### src/rtl/swcm_pkg.sv
// Shared constants, types and helpers for the swirl coordinate map.
// No dependencies; every other file of the block imports this package.
`default_nettype none

package swcm_pkg;

    localparam int MAX_DIM      = 4096;
    localparam int CORDIC_STEPS = 16;

    // Field widths fixed by the interface.
    localparam int DIM_W  = 12;
    localparam int D_W    = DIM_W + 1;
    localparam int RSQ_W  = 2 * DIM_W;
    localparam int SQ_FRAC = 16;
    localparam int N_W    = RSQ_W + SQ_FRAC;
    localparam int ROOT_W = N_W / 2;
    localparam int REM_W  = ROOT_W + 2;
    localparam int R_FRAC = SQ_FRAC / 2;
    localparam int Q_W    = 16;
    localparam int F_W    = Q_W + 1;
    localparam int TW_W   = 24;
    localparam int TH_W   = TW_W + F_W;
    localparam int ANG_W  = 32;
    localparam int XY_W   = 32;
    localparam int WORK_SHIFT = 16;
    localparam int GAIN_W = 17;
    localparam int PROD_W = XY_W + GAIN_W;
    localparam int GAIN_SH = 24;
    localparam int OUT_W  = 22;
    localparam int OUT_FRAC = 8;

    localparam logic [GAIN_W-1:0] GAIN_Q16 = 17'd39797;

    localparam int ATAN_ENTRIES = 24;
    localparam logic [ANG_W-1:0] ATAN_TURN32 [ATAN_ENTRIES] = '{
        32'd536870912, 32'd316933406, 32'd167458907, 32'd85004756,
        32'd42667331,  32'd21354465,  32'd10679838,  32'd5340245,
        32'd2670163,   32'd1335087,   32'd667544,    32'd333772,
        32'd166886,    32'd83443,     32'd41722,     32'd20861,
        32'd10430,     32'd5215,      32'd2608,      32'd1304,
        32'd652,       32'd326,       32'd163,       32'd81
    };

    // Configuration register indexes.
    localparam int CFG_ADDR_W = 2;
    localparam int CFG_DATA_W = 24;
    localparam logic [CFG_ADDR_W-1:0] REG_CENTER_X = 2'd0;
    localparam logic [CFG_ADDR_W-1:0] REG_CENTER_Y = 2'd1;
    localparam logic [CFG_ADDR_W-1:0] REG_RADIUS   = 2'd2;
    localparam logic [CFG_ADDR_W-1:0] REG_TWIST    = 2'd3;

    // Queue between the classifying front and the arithmetic back.
    localparam int QDEPTH = 4;
    localparam int QPTR_W = 2;

    // One classified coordinate as it travels from front to back.
    typedef struct packed {
        logic signed [D_W-1:0] dx;
        logic signed [D_W-1:0] dy;
        logic [RSQ_W-1:0]      rsq;
        logic                  in_rad;
    } swcm_item_t;

    function automatic logic [DIM_W-1:0] clamp_dim(input logic [DIM_W-1:0] v);
        return (32'(v) >= MAX_DIM) ? DIM_W'(MAX_DIM - 1) : v;
    endfunction

endpackage

`default_nettype wire

### src/rtl/swcm_front.sv
// Front end of the swirl map: takes destination coordinates, forms the
// offset from the center and decides whether the point lies inside the radius.
// Depends on swcm_pkg.
`default_nettype none

module swcm_front
    import swcm_pkg::*;
(
    input  logic             clk,
    input  logic             rst_n,
    input  logic             in_valid,
    output logic             in_ready,
    input  logic [DIM_W-1:0] dest_x,
    input  logic [DIM_W-1:0] dest_y,
    input  logic [DIM_W-1:0] ctr_x,
    input  logic [DIM_W-1:0] ctr_y,
    input  logic [DIM_W-1:0] radius,
    output logic             out_valid,
    input  logic             out_ready,
    output swcm_item_t       out_item
);

    logic                    en;
    logic                    a_v_reg;
    logic signed [D_W-1:0]   a_dx_reg;
    logic signed [D_W-1:0]   a_dy_reg;
    logic [RSQ_W-1:0]        rad_sq_reg;
    logic                    b_v_reg;
    swcm_item_t              b_item_reg;
    swcm_item_t              b_item_next;
    logic signed [2*D_W-1:0] sqx;
    logic signed [2*D_W-1:0] sqy;
    logic [2*D_W-1:0]        rsq_full;

    assign en       = !b_v_reg || out_ready;
    assign in_ready = en;

    assign sqx      = a_dx_reg * a_dx_reg;
    assign sqy      = a_dy_reg * a_dy_reg;
    assign rsq_full = $unsigned(sqx) + $unsigned(sqy);

    always_comb
    begin
        b_item_next.dx     = a_dx_reg;
        b_item_next.dy     = a_dy_reg;
        b_item_next.rsq    = RSQ_W'(rsq_full);
        b_item_next.in_rad = rsq_full < (2*D_W)'(rad_sq_reg);
    end

    always_ff @(posedge clk or negedge rst_n)
    begin
        if (!rst_n)
        begin
            a_v_reg <= 1'b0;
            b_v_reg <= 1'b0;
        end
        else if (en)
        begin
            a_v_reg <= in_valid;
            b_v_reg <= a_v_reg;
        end
    end

    always_ff @(posedge clk)
    begin
        rad_sq_reg <= radius * radius;
        if (en)
        begin
            a_dx_reg   <= $signed({1'b0, clamp_dim(dest_x)}) - $signed({1'b0, ctr_x});
            a_dy_reg   <= $signed({1'b0, clamp_dim(dest_y)}) - $signed({1'b0, ctr_y});
            b_item_reg <= b_item_next;
        end
    end

    assign out_valid = b_v_reg;
    assign out_item  = b_item_reg;

endmodule

`default_nettype wire

### config.mk
export PLATFORM = sky130hd
export DESIGN_NAME = swcm_front
export DESIGN_NICKNAME = d
export VERILOG_FILES = /design/src/rtl/swcm_pkg.sv /design/src/rtl/swcm_front.sv
export SDC_FILE = /design/constraint.sdc
export NUM_CORES = 1
export LEC_CHECK = 0
export BUFFER_PORTS_ARGS = -buffer_cell sky130_fd_sc_hd__buf_4
export CORE_MARGIN = 1.5
export CORE_UTILIZATION = 40
export CTS_CLUSTER_DIAMETER = 50
export DETAILED_ROUTE_END_ITERATION = 10
export GPL_ROUTABILITY_DRIVEN = 1
export PLACE_DENSITY = 0.62
export SLEW_MARGIN = 25
export SYNTH_ARGS = -nofsm -noshare
export SYNTH_HDL_FRONTEND = slang
export SYNTH_SLANG_ARGS = --single-unit
### constraint.sdc
create_clock -name clk -period 9.5 [get_ports clk]
set_input_delay 1.9 -clock clk [delete_from_list [all_inputs] [get_ports clk]]
set_output_delay 1.9 -clock clk [all_outputs]
set_load 0.005 [all_outputs]
---- Word-level counts from Yosys, hierarchy flattened ----
Cells that the tools add are included.
operators by class
  reduce and logical (&&, ||, !) cells .... 2
  $lt $le $gt $ge ......................... 1
  $add $sub $neg .......................... 3
  multipliers ............................. 3
operators by type and width
  operator                                                 number
  13-bit by 13-bit multiplier with 26-bit output           2
  26-bit adder                                             1
  26-bit by 24-bit less-than comparator with 1-bit output  1
  12-bit by 12-bit subtractor with 13-bit output           2
  12-bit by 12-bit multiplier with 24-bit output           1
  1-bit zero test                                          1
  1-bit logical OR                                         1
storage, ports and cells
  bits of input ports ..................... 64
  bits in registers ....................... 103

---- Depth between registers and ports, before layout ----
  depth after elaboration ................. 3
  depth in mapped cells ................... 33

---- Worst setup path before layout ----
Ideal clock, no wire load.
  kind .................................... register to register
  from .................................... register a_dy_reg[12]
  to ...................................... register b_item_reg, in the netlist out_item[0] (data pin)
  stages on the path, launching flop included .. 29
  buffers on the path ..................... 2
  data required time ...................... 9330 ps
  slack ................................... 2154 ps
  period minus slack after synthesis ...... 7346 ps
  library setup time ...................... 170 ps
  arrival time ............................ 7176 ps
  cells stage by stage .................... edfxtp_1 clkbuf_1 nand2_1 fa_1 fa_1 inv_1 fa_1 fa_1 fa_1 fa_1 inv_1 fa_1 inv_1 ha_1 clkbuf_1 a21o_1 a21oi_4 o211ai_2 a31oi_1 o21bai_1 a21oi_1 xnor2_1 ha_1 a21oi_1 nor2b_1 o21ai_0 nand3_1 o32a_1 nor4_2
RTL lines
  item                      RTL line          source
  start: declaration        swcm_front.sv:26  logic signed [D_W-1:0] a_dy_reg;
  start signal: assignment  swcm_front.sv:70  a_dy_reg <= $signed({1'b0, clamp_dim(dest_y)}) - $signed({1'b0, ctr_y});
  end signal: assignment    swcm_front.sv:71  b_item_reg <= b_item_next;
  end: declaration          swcm_front.sv:29  swcm_item_t b_item_reg;

==> results.json <==
{
  "min_period_ns": 8.24,
  "yosysSeqAreaShare": 0.142,
  "synth.avg_cell_area_um2": 10.2,
  "holdPathEnd": "out_valid",
  "worst_pin_slew_ns": 0.784,
  "outcome": "finished clean",
  "regArea_um2": 2820,
  "rr_worst_depth": 25,
  "insertion_delay_ns": 0.39,
  "cts_hold_buffers": 0,
  "n_antenna_cell": 0,
  "crit_fanout": 17,
  "ys_types": 60,
  "fin_skew_ns": 0.0164,
  "grt_usage": 0.185,
  "grt_pass1_vias": 14126,
  "synth_most_common_cell": "inv_1",
  "drtPass1Iterations": 4,
  "max_slew_margin": 0.478,
  "syn-instance-count": 1958,
  "yosys-top-cells-count": "inv_1, fa_1, ha_1",
  "synth_warnings": 0,
  "crit_type": "reg2reg",
  "grt_busiest_layer": "met2",
  "wl_mm": 43.2,
  "hold_depth": 1,
  "cts_tree": "done",
  "vias": 12647,
  "r2r_start": "a_dy_reg[0]",
  "max_freq_mhz": 121,
  "cts_made_buffers": 9,
  "grt_pass1_wl_mm": 72.9,
  "ys_seq_elements": 102,
  "io_pins": 117,
  "die_area_um2": 51100,
  "maxSlewViolCount": 0,
  "grt_use_met1": 0.248,
  "clkSinkCount": 102,
  "gr-usage-met2": 0.300,
  "cts_resized": 0,
  "drive_gt1_frac": 0.0760,
  "die_x_um": 226,
  "dp.final_hpwl_mm": 37.6,
  "port_buffers": 116,
  "largest_reg_flops": 51,
  "synth_edf_count": 77,
  "grtUsageMet3": 0.0342,
  "hold_viol_final": 0,
  "yosys.area.top_type": "fa_1",
  "r2r-end": "out_item[0]",
  "r2r_slack_ns": 1.26,
  "drt_iter0_drc": 483,
  "final_net_count": 2747,
  "critPathRequiredTime_ns": 9.63,
  "routedWlPerCell_um": 15.9,
  "ant_nets": 0,
  "finalCritPeriodShare": 0.867,
  "ys_top_cells_by_area": "fa_1, ha_1, edfxtp_1",
  "maxCapViolations": 0,
  "min_from": "a_v_reg",
  "clockBufferDepth": 2,
  "path_clk_slew_ns": 0.08,
  "core_area_um2": 49100,
  "multiInputGateArea_um2": 14800,
  "post-cts-setup-buffer-count": 0,
  "gp_congestion": 0.863,
  "grt_max_degree": 30,
  "syn_nets": 2657,
  "arrival_ns": 8.37,
  "hp-class": "reg2reg",
  "tns_ns": 0,
  "rsz0062_at_grt": "no",
  "post-synth-top-area-fraction": 0.420,
  "worst_setup_path_end_kind": "register",
  "critical_path.startpoint_type": "register",
  "drcViolationCount": 0,
  "vias_per_cell": 4.65,
  "fillers": 4710,
  "die_height_um": 226,
  "cts_root_buf": "clkbuf_16",
  "antenna_found_initial": 0,
  "htree_levels": 3,
  "grt-ovfl-total": 0,
  "synthFlopType": "edfxtp_1",
  "netlist_area_um2": 19900,
  "rows": 81,
  "ys_async_sr_fraction": 0.0196,
  "start_util": 0.406,
  "syn_to_final_growth_pct": 9.30,
  "finalSetupViolCount": 0
}
-- cells by family (layout without fill, tap and decap cells) --
group / Yosys count / after routing / synth area share
adder cells (fa/ha/maj): 635 / 635 / 0.556
other: 1 / 1 / 0.000188
XOR/XNOR: 90 / 90 / 0.0396
flip-flops: 102 / 102 / 0.142
buffers and inverters: 604 / 699 / 0.114
AO/OA/AOI/OAI: 152 / 152 / 0.0525
AND/OR/NAND/NOR: 369 / 369 / 0.0929
multiplexers: 5 / 5 / 0.00283
-- layout by cell type, fill, tap and decap left out, types with 3 or more instances in the layout --
cell type,count
fa_1,418
dfxtp_1,23
o21ai_1,8
buf_4,118
nand3_1,10
o211ai_1,3
nand2_1,113
a21o_1,22
o31ai_1,4
ha_1,217
or2_2,5
clkbuf_16,9
a31oi_1,6
o21bai_1,12
o21ai_0,16
mux2_2,4
a21oi_1,42
inv_1,563
o21a_1,12
nand4_1,4
xor2_1,17
nor2b_1,13
edfxtp_1,77
xnor2_1,73
and3_1,7
and2_1,116
nor3_1,8
nand2b_1,11
nor2_1,69
a211oi_1,8
-- worst max path at each step --
stage	from	to	slack [ns]	cells after the start
after floorplan	a_dy_reg[12]	out_item[0]	2.15	28
after global placement	a_dy_reg[0]	out_item[0]	1.18	26
after detailed placement	a_dy_reg[0]	out_item[0]	1.09	26
after CTS	a_dy_reg[0]	out_item[0]	1.07	26
after global routing	a_dy_reg[0]	out_item[0]	0.68	25
final	a_dy_reg[0]	out_item[0]	1.26	25
-- cell type report --
type,instances,area share
clock inverters,5,0.00190
clock buffers,11,0.0107
inverters,565,0.0974
repair buffers,118,0.0407
well taps,664,0.0382
flip-flops and latches,102,0.130
multi-input cells,1252,0.681
-- routing by layer --
layer | share of wire | vias to the layer above
li1 | - | 6024
met1 | 0.45 | 6349
met2 | 0.47 | 213
met3 | 0.043 | 61
met4 | 0.028 | 0
met5 | 0 | -
-- critical path: stages (launching register included) --
cell,delay (ns)
edfxtp_1,0.78
nand2_1,0.47
fa_1,0.61
fa_1,0.55
inv_1,0.06
fa_1,0.48
fa_1,0.48
fa_1,0.51
fa_1,0.49
inv_1,0.05
fa_1,0.54
inv_1,0.06
ha_1,0.41
nand3_1,0.11
a211oi_1,0.29
o31ai_1,0.15
a21oi_1,0.29
nor2_1,0.09
xnor2_1,0.19
ha_1,0.32
nand4_1,0.11
nor2_1,0.19
o21ai_0,0.11
nor4_1,0.38
o32a_1,0.23
nor4_2,0.05
-- per-stage QoR --
| step | cells | hold slack, ns | setup slack [ns] | area, um2 | utilization |
|---|---|---|---|---|---|
| 2_1_floorplan | 1958 | 0.430 | 2.15 | 19900 | - |
| 3_3_place_gp | 2701 | 0.447 | 1.18 | 21500 | 0.438 |
| 3_5_place_dp | 2701 | 0.470 | 1.09 | 21500 | 0.438 |
| 4_1_cts | 2717 | 0.491 | 1.07 | 21800 | 0.444 |
| 5_1_grt | 2717 | 0.509 | 0.680 | 21800 | 0.444 |
| 6_report | 2717 | 0.486 | 1.26 | 21800 | 0.444 |
Power is left out: the tool's default activity adds up to more than one toggle a clock period on the data nets, which glitch-free logic cannot reach.
