<file path="config.mk">
export PLATFORM = sky130hd
export DESIGN_NAME = swcm_queue
export DESIGN_NICKNAME = d
export VERILOG_FILES = /design/src/rtl/swcm_pkg.sv /design/src/rtl/swcm_queue.sv
export SDC_FILE = /design/constraint.sdc
export NUM_CORES = 1
export LEC_CHECK = 0
export ABC_AREA = 0
export BUFFER_PORTS_ARGS = -buffer_cell sky130_fd_sc_hd__buf_4
export CORE_MARGIN = 3
export CORE_UTILIZATION = 40
export DETAILED_ROUTE_END_ITERATION = 7
export GPL_ROUTABILITY_DRIVEN = 0
export GPL_TIMING_DRIVEN = 1
export PLACE_DENSITY_LB_ADDON = 0.05
export SLEW_MARGIN = 20
export SYNTH_ARGS = -nofsm -noshare
export SYNTH_HDL_FRONTEND = slang
export SYNTH_SLANG_ARGS = --single-unit
</file>
<file path="constraint.sdc">
create_clock -name clk -period 4.8 [get_ports clk]
set_input_delay 0.96 -clock clk [delete_from_list [all_inputs] [get_ports clk]]
set_output_delay 0.96 -clock clk [all_outputs]
set_load 0.02 [all_outputs]
</file>
<file path="src/rtl/swcm_pkg.sv">
// Shared constants, types and helpers for the swirl coordinate map.
// No dependencies; every other file of the block imports this package.
`default_nettype none

package swcm_pkg;

    localparam int MAX_DIM      = 4096;
    localparam int CORDIC_STEPS = 16;

    // Field widths fixed by the interface.
    localparam int DIM_W  = 12;
    localparam int D_W    = DIM_W + 1;
    localparam int RSQ_W  = 2 * DIM_W;
    localparam int SQ_FRAC = 16;
    localparam int N_W    = RSQ_W + SQ_FRAC;
    localparam int ROOT_W = N_W / 2;
    localparam int REM_W  = ROOT_W + 2;
    localparam int R_FRAC = SQ_FRAC / 2;
    localparam int Q_W    = 16;
    localparam int F_W    = Q_W + 1;
    localparam int TW_W   = 24;
    localparam int TH_W   = TW_W + F_W;
    localparam int ANG_W  = 32;
    localparam int XY_W   = 32;
    localparam int WORK_SHIFT = 16;
    localparam int GAIN_W = 17;
    localparam int PROD_W = XY_W + GAIN_W;
    localparam int GAIN_SH = 24;
    localparam int OUT_W  = 22;
    localparam int OUT_FRAC = 8;

    localparam logic [GAIN_W-1:0] GAIN_Q16 = 17'd39797;

    localparam int ATAN_ENTRIES = 24;
    localparam logic [ANG_W-1:0] ATAN_TURN32 [ATAN_ENTRIES] = '{
        32'd536870912, 32'd316933406, 32'd167458907, 32'd85004756,
        32'd42667331,  32'd21354465,  32'd10679838,  32'd5340245,
        32'd2670163,   32'd1335087,   32'd667544,    32'd333772,
        32'd166886,    32'd83443,     32'd41722,     32'd20861,
        32'd10430,     32'd5215,      32'd2608,      32'd1304,
        32'd652,       32'd326,       32'd163,       32'd81
    };

    // Configuration register indexes.
    localparam int CFG_ADDR_W = 2;
    localparam int CFG_DATA_W = 24;
    localparam logic [CFG_ADDR_W-1:0] REG_CENTER_X = 2'd0;
    localparam logic [CFG_ADDR_W-1:0] REG_CENTER_Y = 2'd1;
    localparam logic [CFG_ADDR_W-1:0] REG_RADIUS   = 2'd2;
    localparam logic [CFG_ADDR_W-1:0] REG_TWIST    = 2'd3;

    // Queue between the classifying front and the arithmetic back.
    localparam int QDEPTH = 4;
    localparam int QPTR_W = 2;

    // One classified coordinate as it travels from front to back.
    typedef struct packed {
        logic signed [D_W-1:0] dx;
        logic signed [D_W-1:0] dy;
        logic [RSQ_W-1:0]      rsq;
        logic                  in_rad;
    } swcm_item_t;

    function automatic logic [DIM_W-1:0] clamp_dim(input logic [DIM_W-1:0] v);
        return (32'(v) >= MAX_DIM) ? DIM_W'(MAX_DIM - 1) : v;
    endfunction

endpackage

`default_nettype wire

</file>
<file path="src/rtl/swcm_queue.sv">
// Short first-in first-out queue between the front and back of the swirl map.
// Depends on swcm_pkg for the item type and depth.
`default_nettype none

module swcm_queue
    import swcm_pkg::*;
(
    input  logic       clk,
    input  logic       rst_n,
    input  logic       in_valid,
    output logic       in_ready,
    input  swcm_item_t in_item,
    output logic       out_valid,
    input  logic       out_ready,
    output swcm_item_t out_item
);

    swcm_item_t        mem_reg [QDEPTH];
    logic [QPTR_W-1:0] wr_ptr_reg;
    logic [QPTR_W-1:0] rd_ptr_reg;
    logic [QPTR_W:0]   count_reg;
    logic [QPTR_W:0]   count_next;
    logic              wr_en;
    logic              rd_en;

    assign in_ready  = count_reg != (QPTR_W+1)'(QDEPTH);
    assign out_valid = count_reg != '0;
    assign wr_en     = in_valid && in_ready;
    assign rd_en     = out_valid && out_ready;
    assign out_item  = mem_reg[rd_ptr_reg];

    always_comb
    begin
        count_next = count_reg;
        if (wr_en && !rd_en)
            count_next = count_reg + 1'b1;
        else if (rd_en && !wr_en)
            count_next = count_reg - 1'b1;
    end

    always_ff @(posedge clk or negedge rst_n)
    begin
        if (!rst_n)
        begin
            wr_ptr_reg <= '0;
            rd_ptr_reg <= '0;
            count_reg  <= '0;
        end
        else
        begin
            if (wr_en)
                wr_ptr_reg <= wr_ptr_reg + 1'b1;
            if (rd_en)
                rd_ptr_reg <= rd_ptr_reg + 1'b1;
            count_reg <= count_next;
        end
    end

    always_ff @(posedge clk)
    begin
        if (wr_en)
            mem_reg[wr_ptr_reg] <= in_item;
    end

endmodule

`default_nettype wire

</file>
# == Yosys cells after proc, flatten, opt, wreduce, memory -nomap -nowiden ==
# Memory sizes are Yosys's and may differ from the RTL's.
# Cells that the tools add are included.
# word_totals
in_bits,55
mem_count,1
register_bits,7
wordCells,21
out_inout_bits,53
mem_bits_rw,204
# mem_list
name,depth,width,read_ports,rd_clocked_by_memory_dff,wr,line_no,source
mem_reg,4,51,1,0,1,swcm_queue.sv:18,swcm_item_t mem_reg [QDEPTH];
# op_classes
n_addsub,4
n_reduce_logical,8
n_eq_ne,1
mux,4
# op_table
op,n
2-to-1 mux 3 bit,2
adder 2 x 1 -> 2 bit (second input constant),2
logical AND 1 bit,4
adder 3 x 1 -> 3 bit (second input constant),1
!= test 3 bit (second input constant),1
nonzero test 3 bit,1
subtractor 3 x 1 -> 3 bit (second input constant),1
logical NOT 1 bit,2
2-to-1 mux 1 bit,2
nonzero test 2 bit,1

# == Logic depth before layout (Yosys ltp) ==
# Gate-level depths: netlist of the first run.
# logic_depth
depth_word,6
mapped_depth,8
depth_no_buf,8

# == Worst setup path after synthesis of the first run ==
# OpenSTA, ideal clock, no wires.
# synth_timing
kind,input -> register
from,input in_valid
to,"memory mem_reg[0][0] (netlist bit), enable pin"
arrival_ns,2.479
path_slack_ns,1.907
required_time_ns,4.386
path_buffers,0
path_stages,2
cell_sequence,a21boi_2 > and2_1
# synth_between
elab_chain_cells,3
# synth_lines
item,line_no,source
from (decl),swcm_queue.sv:10,"input logic in_valid,"
logical AND 1 bit,swcm_queue.sv:28,assign wr_en = in_valid && in_ready;
2-to-1 mux 1 bit,swcm_queue.sv:61,if (wr_en)
2-to-1 mux 1 bit (implied by the code),swcm_queue.sv:62,mem_reg[wr_ptr_reg] <= in_item;
to (decl),swcm_queue.sv:18,
# Every way passes these cells.

==> summary.txt, run 1 <==
Logic synthesis
  – Post-Syn Instances: 302
  – Synth unique cells: 20
  – Mux share of post-synthesis cell area: 15.10%
  – Most used DFF post-synth: edfxtp_1
  – Ys async rst share: 3.318%
  – Yosys reg bits: 211
  – Post-Synth Adder-Cell Area: 1.054%
  – Post-Syn Area: 0.007833 mm2
  – Average cell area after synthesis: 25.94 um2
  – Synth area leader: edfxtp_1
  – Share of the synthesized area in the top cell type: 78.21%
  – Synth Area in Simple Gates: 0.6550%
  – Compound-Gate Fraction of Synth Area: 0.1438%
  – Post-synthesis sequential area ratio: 80.45%
  – Top post-synthesis cells by count: edfxtp_1 (204), mux4_2 (48), dfrtp_1 (7)
  – Post-synth EDFFs: 204
  – Top-count cell post-synth: edfxtp_1
  – XOR/XNOR Fraction of Synth Area: 0.6709%
  – Synth area leaders: edfxtp_1 (78%), mux4_2 (14%), dfrtp_1 (2.2%), buf_12 (1.3%), mux4_1 (1.0%)
  – Synth warn: 0
  – Largest family of logic cells by synthesized area: multiplexers
  – Syn_nets: 363

Cells and area
  – N_diodes: 0
  – # fillers: 1,529
  – FF/Latch Area: 0.006306 mm2
  – Multi-input logic area: 0.001385 mm2
  – Post-layout nets: 493
  – Max reg flops: 204
  – Area Overhead vs Synth: 22.64%
  – Post-route cell area: 0.009605 mm2
  – Share of cells above drive strength 1: 45.98%

Global route
  – Number of global-route vias before repair: 3,863
  – Grt ovf: 0
  – Initial antenna violation count: 0
  – GR Util All Layers: 13.65%
  – Largest net degree at the start of global routing: 32
  – First-pass GRT wire length: 22,570 um

Placed design
  – DPL Wire Length: 8803 um
  – Post-DP Area: 0.008919 mm2
  – Worst slack at placement: 1.814 ns
  – Number of I/O port buffers: 107

Clocking
  – Htree depth: 1
  – Hold_buf cts: 0
  – CTS Buffer Depth: 3
  – TritonCTS clock tree: built
  – Root Driver: clkbuf_16
  – Worst-Skew Late Latency: 0.49 ns
  – Clock slew at reported path FFs: 0.06 ns
  – Total CTS buffers: 23
  – Num Clock Sinks: 211
  – Post-CTS Setup Bufs: 0
  – Post_cts resized: 0

Floorplan
  – Site Rows: 50
  – Chip height: 145.9 um
  – I/O Pins: 108
  – Die width: 145.9 um
  – Die Area: 0.02130 mm2
  – Core Region: 0.01896 mm2
  – Starting density of the core: 41.32%

Critical path
  – Worst r2r path cells: 4
  – R2R Path Start: count_reg[0]
  – Nature of the critical path endpoint: output pin
  – CP Data Required Time: 3.84 ns
  – Crit path kind: register to output pin
  – WP data arrival: 2.45 ns
  – FF-to-FF setup slack: 2.49 ns
  – Crit Path Max Fanout: 31
  – Worst setup SP type: register
  – R2r endpoint: mem_reg[2][50]

Timing
  – FMAX: 293.6 MHz
  – Final setup fails: 0
  – Final Max Tran Viols: 0
  – Max-slew headroom: 40.32%
  – Clock skew: 0.008888 ns
  – RSZ-0062 raised after global routing: no
  – Crit path time final: 3.406 ns
  – Crit share post-route: 70.95%
  – Hold Vio Cnt, Final: 0
  – Slew @ Worst Pin: 0.8951 ns
  – Post-route setup slack: 1.394 ns
  – Setup TNS: 0 ns

Power
  – Clk pwr share: 25.6%
  – Power Dens Cells: 645.1 mW/mm2
  – Sequential fraction of design power: 42.9%
  – Int Power: 0.004303 W
  – Peak supply drop: 0.2882 mV
  – Psw: 0.001894 W
  – P_leak: 3.310 nW
  – Sw Share: 30.57%
  – Combinational share of power: 31.5%

Drt
  – DR pass1 iterations: 4
  – DRC: 0
  – Final WL: 14,320 um
  – DRT antenna net count: 0
  – Vias per cell: 4.969
  – Drt wl/cell: 20.23 um
  – Drt first-iter violations: 156
  – Vias: 3,518

Run
  – MaxCap Viol Count: 0

Worst hold path
  – Worst Hold Class: primary input to async pin

Run status
  – Outcome: complete, no violations
-- power groups by stage --
stage | registers (W) | clock network [W] | logic [W]
6_report | 0.00266 | 0.00159 | 0.00195
2_1_floorplan | 0.00255 | 0 | 0.00143
5_1_grt | 0.00271 | 0.00171 | 0.00209
3_5_place_dp | 0.00272 | 0 | 0.00200
3_3_place_gp | 0.00270 | 0 | 0.00200
4_1_cts | 0.00268 | 0.00164 | 0.00201
-- cell usage in the layout (no fill, tap or decap), drive strengths merged, types with 2 or more instances in the layout --
master / instances
edfxtp: 204
buf: 117
mux4: 51
clkbuf: 26
clkinv: 14
dfrtp: 7
ha: 5
and2: 4
xnor2: 4
inv: 3
nor2: 2
nand2: 2
mux2: 2
xor2: 2
-- worst max-delay path, stage by stage (launching register included) --
cell and delay, ns:
dfrtp_2 0.89, buf_4 0.47, mux4_1 0.38, buf_4 0.18
-- cell type report --
class                      count  share of cell area (%)
multi-input combinational     76                   14.42
clock buffer                  26                   6.109
tap                          260                   3.387
inverter                       3                  0.1172
sequential                   211                   65.65
clock inverter                15                   1.042
timing repair buffer         117                   9.274
-- worst max-delay path by stage --
stage                  start       endpoint  slack [ns]  cells past startpoint
2_1_floorplan       in_valid  mem_reg[0][0]        1.91                      2
3_3_place_gp   rd_ptr_reg[0]   out_item[24]        1.82                      3
3_5_place_dp   rd_ptr_reg[0]   out_item[24]        1.81                      3
4_1_cts        rd_ptr_reg[0]   out_item[28]        1.29                      3
5_1_grt        rd_ptr_reg[0]   out_item[28]        1.21                      3
6_report       rd_ptr_reg[1]   out_item[46]        1.39                      3
-- per-stage QoR --
step	utilization [%]	total power, W	hold slack, ns	std cells
finish	50.67	0.006197	0.2821	708
detailed placement	47.05	0.004721	0.5296	667
global placement	47.05	0.004700	0.5234	667
global route	50.67	0.006518	0.2683	708
CTS	50.67	0.006323	0.2700	708
floorplan	-	0.003976	0.4926	302
-- cell families (layout without fill, tap and decap cells) --
family	after synthesis	in the layout
AO/OA/AOI/OAI	1	1
XOR/XNOR	6	6
adder cells (fa/ha/maj)	6	6
buffers and inverters	15	161
flip-flops	211	211
multiplexers	53	53
AND/OR/NAND/NOR	10	10
-- layer usage --
layer / global-route usage, % / wire, um
met5: 0 / 0
met4: 3.514 / 295
met3: 3.177 / 724
met2: 22.73 / 7216
met1: 18.34 / 6084
Power figures use the tool's default switching activity.
==> run 2, diff against run 1 <==
Settings changed: ABC_AREA 0 to 1.
Clock period 4.8 ns to 3.49 ns, I/O delays scaled along.
==> run 2 against run 1 <==
  * Register-to-register slack worse by 1.3 ns
  * Clock skew up 0.0062 ns
  * Critical path depth up 1
  * Worst hold slack better by 0.12 ns
  * Combinational power up 92%
  * Sequential power up 31%
  * Global-route usage up 1.4 points
  * Cell area up 11%
==> summary.txt, run 2 <==
Logic synthesis
  – Post-synth EDFFs: 204 (unchanged)
  – Average cell area after synthesis: 13.55 um2 (was 25.94 um2)
  – Post-Syn Area: 0.008861 mm2 (was 0.007833 mm2)
  – Post-synthesis sequential area ratio: 71.11% (was 80.45%)
  – Synth unique cells: 19 (was 20)
  – Top-count cell post-synth: edfxtp_1 (unchanged)
  – Most used DFF post-synth: edfxtp_1 (unchanged)
  – Synth area leaders: edfxtp_1 (69%), o211ai_2 (8.5%), nand2_1 (7.2%), inv_1 (4.8%), o211ai_1 (3.6%) (was edfxtp_1 (78%), mux4_2 (14%), dfrtp_1 (2.2%), buf_12 (1.3%), mux4_1 (1.0%))
  – Synth area leader: edfxtp_1 (unchanged)
  – Share of the synthesized area in the top cell type: 69.13% (was 78.21%)
  – Top post-synthesis cells by count: edfxtp_1 (204), nand2_1 (171), inv_1 (114) (was edfxtp_1 (204), mux4_2 (48), dfrtp_1 (7))
  – Post-Syn Instances: 654 (was 302)
  – Ys async rst share: 3.318% (unchanged)
  – Syn_nets: 715 (was 363)
  – Synth warn: 0 (unchanged)
  – Yosys reg bits: 211 (unchanged)

Cells and area
  – Post-layout nets: 828 (was 493)
  – Commonest non-fill, non-tap cells in the layout: edfxtp_1 (204), nand2_1 (171), inv_1 (114), buf_4 (113), o211ai_2 (60) (was edfxtp_1 (204), buf_4 (116), mux4_2 (48), clkbuf_16 (23))
  – N_diodes: 0 (unchanged)
  – Max reg flops: 204 (unchanged)
  – Layout Utilization: 49.79% (was 50.67%)
  – Area Overhead vs Synth: 20.36% (was 22.64%)
  – Share of cells above drive strength 1: 27.60% (was 45.98%)
  – Commonest non-fill, non-tap cell in the layout: edfxtp_1 (unchanged)
  – # fillers: 1,905 (was 1,529)

Power
  – Int Power: 0.006011 W (was 0.004303 W)
  – Clk pwr share: 23.6% (was 25.6%)
  – P_leak: 4.334 nW (was 3.310 nW)
  – Peak supply drop: 0.4796 mV (was 0.2882 mV)
  – Power Dens Cells: 886.4 mW/mm2 (was 645.1 mW/mm2)
  – Psw: 0.003443 W (was 0.001894 W)
  – Sequential fraction of design power: 36.8% (was 42.9%)
  – Sw Share: 36.42% (was 30.57%)
  – Combinational share of power: 39.6% (was 31.5%)

Clocking
  – Post_cts resized: 0 (unchanged)
  – Root Driver: clkbuf_16 (unchanged)
  – Htree depth: 1 (unchanged)
  – Post-CTS Setup Bufs: 0 (unchanged)
  – Worst-Skew Late Latency: 0.49 ns (about the same)
  – Clock slew at reported path FFs: 0.06 ns (about the same)
  – CTS Buffer Depth: 3 (unchanged)
  – Hold_buf cts: 1 (was 0)
  – Total CTS buffers: 23 (unchanged)
  – TritonCTS clock tree: built (unchanged)
  – Num Clock Sinks: 211 (unchanged)

Timing
  – Hold Vio Cnt, Final: 0 (unchanged)
  – Setup TNS: 0 ns (unchanged)
  – Clock skew: 0.01505 ns (was 0.008888 ns)
  – Crit share post-route: 81.40%
  – FMAX: 352.0 MHz
  – Hold_ws: 0.3997 ns (was 0.2821 ns)
  – Crit path time final: 2.841 ns
  – RSZ-0062 raised after global routing: no (unchanged)
  – Final setup fails: 0 (unchanged)
  – Post-route setup slack: 0.6491 ns (was 1.394 ns)
  – Slew @ Worst Pin: 0.9676 ns (was 0.8951 ns)
  – Max-slew headroom: 35.49% (was 40.32%)
  – Final Max Tran Viols: 0 (unchanged)

Critical path
  – Crit path kind: register to output pin (unchanged)
  – WP data arrival: 2.14 ns (was 2.45 ns)
  – R2R Path Start: count_reg[0] (unchanged)
  – FF-to-FF setup slack: 1.24 ns (was 2.49 ns)
  – Worst setup SP type: register (unchanged)
  – Nature of the critical path endpoint: output pin (unchanged)
  – Crit Path Max Fanout: 53 (was 31)
  – Worst Setup SP: rd_ptr_reg[1] (unchanged)
  – CP Data Required Time: 2.79 ns (was 3.84 ns)

Drt
  – Final WL: 17,770 um (was 14,320 um)
  – DRC: 0 (unchanged)
  – DRT antenna net count: 0 (unchanged)
  – Drt wl/cell: 16.86 um (was 20.23 um)
  – Vias: 5,031 (was 3,518)
  – Vias per cell: 4.773 (was 4.969)
  – DR pass1 iterations: 4 (unchanged)
  – Drt first-iter violations: 179 (was 156)

Global route
  – Initial antenna violation count: 0 (unchanged)
  – Largest net degree at the start of global routing: 69 (was 32)
  – First-pass GRT wire length: 28,480 um (was 22,570 um)
  – Grt ovf: 0 (unchanged)
  – Number of global-route vias before repair: 5,189 (was 3,863)
  – GR Util All Layers: 15.00% (was 13.65%)

Run
  – MaxCap Viol Count: 0 (unchanged)

Placed design
  – Number of I/O port buffers: 107 (unchanged)
  – DPL Wire Length: 10,770 um (was 8803 um)
  – Worst slack at placement: 1.096 ns (was 1.814 ns)

Floorplan
  – Chip height: 154.8 um (was 145.9 um)
  – Site Rows: 53 (was 50)
  – Core Region: 0.02142 mm2 (was 0.01896 mm2)
  – Die Area: 0.02397 mm2 (was 0.02130 mm2)
  – Die width: 154.8 um (was 145.9 um)
  – Starting density of the core: 41.37% (was 41.32%)
  – I/O Pins: 108 (unchanged)

Run status
  – Outcome: complete, no violations (unchanged)

Worst hold path
  – Worst Hold Class: primary input to register (was primary input to async pin)
  – HP Start: in_item[4]
run 2: cell types whose count changed in the layout (fill, tap and decap cells not counted), moves of 4 or more:
cell / change
and2_2: -4
buf_12: +6
clkinv_2: -4
inv_1: +111
mux4_2: -48
nand2_1: +169
nand3_1: +6
nor2_4: +4
o211ai_1: +42
o211ai_2: +60
run 2: area by class of cell:
class	count	area, um2	share of cell area (%)
multi-input combinational	293	1891	17.73
timing repair buffer	121	998.5	9.362
clock inverter	9	88.84	0.8329
inverter	117	444.2	4.165
tap	275	344.1	3.226
sequential	211	6305	59.12
clock buffer	28	594.3	5.573
run 2: path summary, 6_finish.rpt:
path                                       end  cells after the start
min in group asynchronous        rd_ptr_reg[0]                      2
worst min register to register    count_reg[2]                      2
worst max register to register  mem_reg[2][31]                      5
worst max-delay path              out_item[48]                      4
max in group asynchronous        rd_ptr_reg[1]                      2
worst min-delay path             mem_reg[2][4]                      1
run 2: stage by stage:
step	power (W)	instances	cell area [um2]
final	0.009454	1054	10670
after global routing	0.01006	1054	10670
after CTS	0.009633	1054	10670
after detailed placement	0.007375	1016	9972
after global placement	0.007311	1016	9972
after floorplan	0.006053	654	8861
run 2: logic make-up after synthesis:
group,synth area share [%]
simple gates,7.879
xor+xnor,0.09886
fa+ha+maj,0.9319
flops,71.11
compound gates,12.09
buf+inv,7.893
run 2: critical path, stage by stage (launching register included):
cell and delay (ns):
dfrtp_4 0.40, buf_4 0.76, o211ai_1 0.21, nand2_1 0.12, buf_4 0.14
run 2: metal layers:
metal,vias to the layer above,share of wire [%],track usage (%)
met3,25,5.0,3.386
met1,2425,44,19.05
li1,2495,-,-
met2,86,50,26.16
met4,0,1.7,3.743
met5,-,0,0
run 2: power by group through the flow:
stage	Combinational [W]	Clock, W	Sequential [W]
final	0.00374	0.00223	0.00348
after detailed placement	0.00384	0	0.00354
after global routing	0.00414	0.00240	0.00353
after floorplan	0.00252	0	0.00353
after global placement	0.00380	0	0.00352
after CTS	0.00385	0.00230	0.00349
==> run 3, diff against run 2 <==
Clock period 3.49 ns to 2.75 ns, I/O delays scaled along.
==> run 3 against run 2 <==
  * Via count increased by 1.0%
  * Combinational power increased by 28%
  * Die area unchanged
  * Non-clock buffer count increased by 5
  * Clock skew decreased by 0.0083 ns
  * Power increased by 27%
  * Clock power increased by 23%
  * First-iteration DRC count increased by 9.5%
  * Global-route usage decreased by 0.29 points
  * Sequential cell count unchanged
  * Critical path type unchanged
  * Largest power group unchanged
==> summary.txt, run 3 (synthesis gave the netlist of run 2 again) <==
Cells and area
  – Commonest non-fill, non-tap cells in the layout: edfxtp_1 (204), nand2_1 (171), buf_4 (118), inv_1 (114), o211ai_2 (60) (was edfxtp_1 (204), nand2_1 (171), inv_1 (114), buf_4 (113), o211ai_2 (60))
  – Share of cells above drive strength 1: 27.90% (was 27.60%)
  – Max reg flops: 204 (unchanged)
  – Commonest non-fill, non-tap cell in the layout: edfxtp_1 (unchanged)
  – Layout Cells excl Fill: 1,060 (was 1,054)
  – Post-layout nets: 833 (was 828)
  – N_diodes: 0 (unchanged)
  – Area Overhead vs Synth: 20.53% (was 20.36%)
  – Post-route cell area: 0.01068 mm2 (was 0.01067 mm2)

Critical path
  – Crit path kind: register to output pin (unchanged)
  – Worst setup SP type: register (unchanged)
  – CP Data Required Time: 2.20 ns (was 2.79 ns)
  – Nature of the critical path endpoint: output pin (unchanged)
  – Crit Path Max Fanout: 42 (was 53)
  – WP data arrival: 2.00 ns (was 2.14 ns)

Run status
  – Outcome: complete, no violations (unchanged)

Global route
  – Met2 Use GR: 25.81% (was 26.16%)
  – Number of global-route vias before repair: 5,125 (was 5,189)
  – Grt met1 use: 18.95% (was 19.05%)
  – First-pass GRT wire length: 27,860 um (was 28,480 um)
  – Initial antenna violation count: 0 (unchanged)
  – Largest net degree at the start of global routing: 43 (was 69)
  – Routing usage on met3: 3.106% (was 3.386%)
  – GR Util All Layers: 14.72% (was 15.00%)
  – Grt ovf: 0 (unchanged)
  – Busiest layer in global routing: met2 (unchanged)

Timing
  – Max-slew headroom: 64.19% (was 35.49%)
  – RSZ-0062 raised after global routing: no (unchanged)
  – Clock skew: 0.006763 ns (was 0.01505 ns)
  – Crit path time final: 2.549 ns
  – Slew @ Worst Pin: 0.5372 ns (was 0.9676 ns)
  – Crit share post-route: 92.70%
  – Final setup fails: 0 (unchanged)
  – Hold Vio Cnt, Final: 0 (unchanged)
  – Final Max Tran Viols: 0 (unchanged)
  – FMAX: 392.3 MHz
  – Post-route setup slack: 0.2007 ns (was 0.6491 ns)

Placed design
  – Number of I/O port buffers: 107 (unchanged)
  – Placed cell count: 1,021 (was 1,016)
  – Worst slack at placement: 0.6141 ns (was 1.096 ns)
  – DPL Wire Length: 10,810 um (was 10,770 um)
  – Post-DP Area: 0.01001 mm2 (was 0.009972 mm2)

Worst hold path
  – Worst Hold Class: primary input to register (unchanged)

Drt
  – Vias: 5,082 (was 5,031)
  – DR pass1 iterations: 4 (unchanged)
  – Final WL: 17,570 um (was 17,770 um)
  – Drt wl/cell: 16.57 um (was 16.86 um)
  – Drt first-iter violations: 196 (was 179)
  – DRT antenna net count: 0 (unchanged)
  – Vias per cell: 4.794 (was 4.773)
  – DRC: 0 (unchanged)

Clocking
  – Worst-Skew Late Latency: 0.49 ns (about the same)
  – Htree depth: 1 (unchanged)
  – Root Driver: clkbuf_16 (unchanged)
  – Num Clock Sinks: 211 (unchanged)
  – Post_cts resized: 0 (unchanged)
  – Total CTS buffers: 23 (unchanged)
  – Clock slew at reported path FFs: 0.06 ns (about the same)
  – Post-CTS Setup Bufs: 0 (unchanged)
  – TritonCTS clock tree: built (unchanged)
  – CTS Buffer Depth: 3 (unchanged)

Power
  – P_leak: 4.355 nW (was 4.334 nW)
  – Clk pwr share: 22.8% (was 23.6%)
  – Int Power: 0.007607 W (was 0.006011 W)
  – Combinational share of power: 40.0% (was 39.6%)
  – Psw: 0.004389 W (was 0.003443 W)
  – Power Dens Cells: 1123 mW/mm2 (was 886.4 mW/mm2)
  – Peak supply drop: 0.6820 mV (was 0.4796 mV)
  – Sequential fraction of design power: 37.2% (was 36.8%)
  – Sw Share: 36.59% (was 36.42%)

Floorplan
  – Chip height: 154.8 um (unchanged)
  – Site Rows: 53 (unchanged)
  – Die width: 154.8 um (unchanged)
  – I/O Pins: 108 (unchanged)
  – Starting density of the core: 41.37% (unchanged)
  – Die Area: 0.02397 mm2 (unchanged)
  – Core Region: 0.02142 mm2 (unchanged)

Run
  – MaxCap Viol Count: 0 (unchanged)
==> run 3: worst max-delay path, cell delays in order (launching register included) <==
cell      delay, ns
dfrtp_1        0.43
inv_6          0.33
buf_12         0.28
nand2_1        0.09
o211ai_2       0.06
nand2_1        0.11
buf_4          0.18
==> run 3: power by group through the flow <==
| stage | clock (W) | sequential (W) | combinational (W) |
|---|---|---|---|
| 2_1_floorplan | 0 | 0.00448 | 0.00320 |
| 3_3_place_gp | 0 | 0.00451 | 0.00485 |
| 3_5_place_dp | 0 | 0.00453 | 0.00492 |
| 4_1_cts | 0.00282 | 0.00447 | 0.00494 |
| 5_1_grt | 0.00296 | 0.00451 | 0.00530 |
| 6_report | 0.00274 | 0.00446 | 0.00480 |
==> run 3: repair_timing <==
item / CTS / global route
hold endpoints to repair: 7 / 0
hold buffers: 1 / 0
endpoints found under the setup margin: 0 / 0
==> run 3: final timing paths <==
| kind | from | end | slack [ns] | cells after the start |
|---|---|---|---|---|
| max | rd_ptr_reg[0] | out_item[35] | 0.20 | 6 |
| min | in_item[44] | mem_reg[2][44] | 0.25 | 1 |
| max reg2reg | count_reg[0] | count_reg[1] | 0.58 | 9 |
| min reg2reg | count_reg[2] | count_reg[2] | 0.53 | 2 |
| max in group asynchronous | rst_n | rd_ptr_reg[1] | 2.20 | 2 |
| min in group asynchronous | rst_n | wr_ptr_reg[0] | 0.41 | 2 |
==> run 3: final cells by class <==
class	count	area [um2]
clock inverters	10	66.31
fillers	1902	10740
repair buffers	126	1036
well taps	275	344.1
clock buffers	28	594.3
inverters	117	444.2
multi-input cells	293	1891
flip-flops and latches	211	6305
==> run 3: through the flow <==
step	TNS [ns]	power (W)	utilization, %	hold slack [ns]
2_1_floorplan	-157.27	0.007682	-	0.2544
3_3_place_gp	0	0.009362	46.73	0.3748
3_5_place_dp	0	0.009457	46.73	0.3791
4_1_cts	0	0.01223	49.86	0.2346
5_1_grt	0	0.01278	49.86	0.2359
6_report	0	0.01200	49.86	0.2531
==> run 3: per-layer routing <==
metal / part of all wire, % / wire length [um] / up-vias
met5: 0 / 0 / -
met4: 1.8 / 309 / 0
met3: 4.7 / 828 / 26
met2: 51 / 8874 / 96
met1: 43 / 7555 / 2461
li1: - / - / 2499
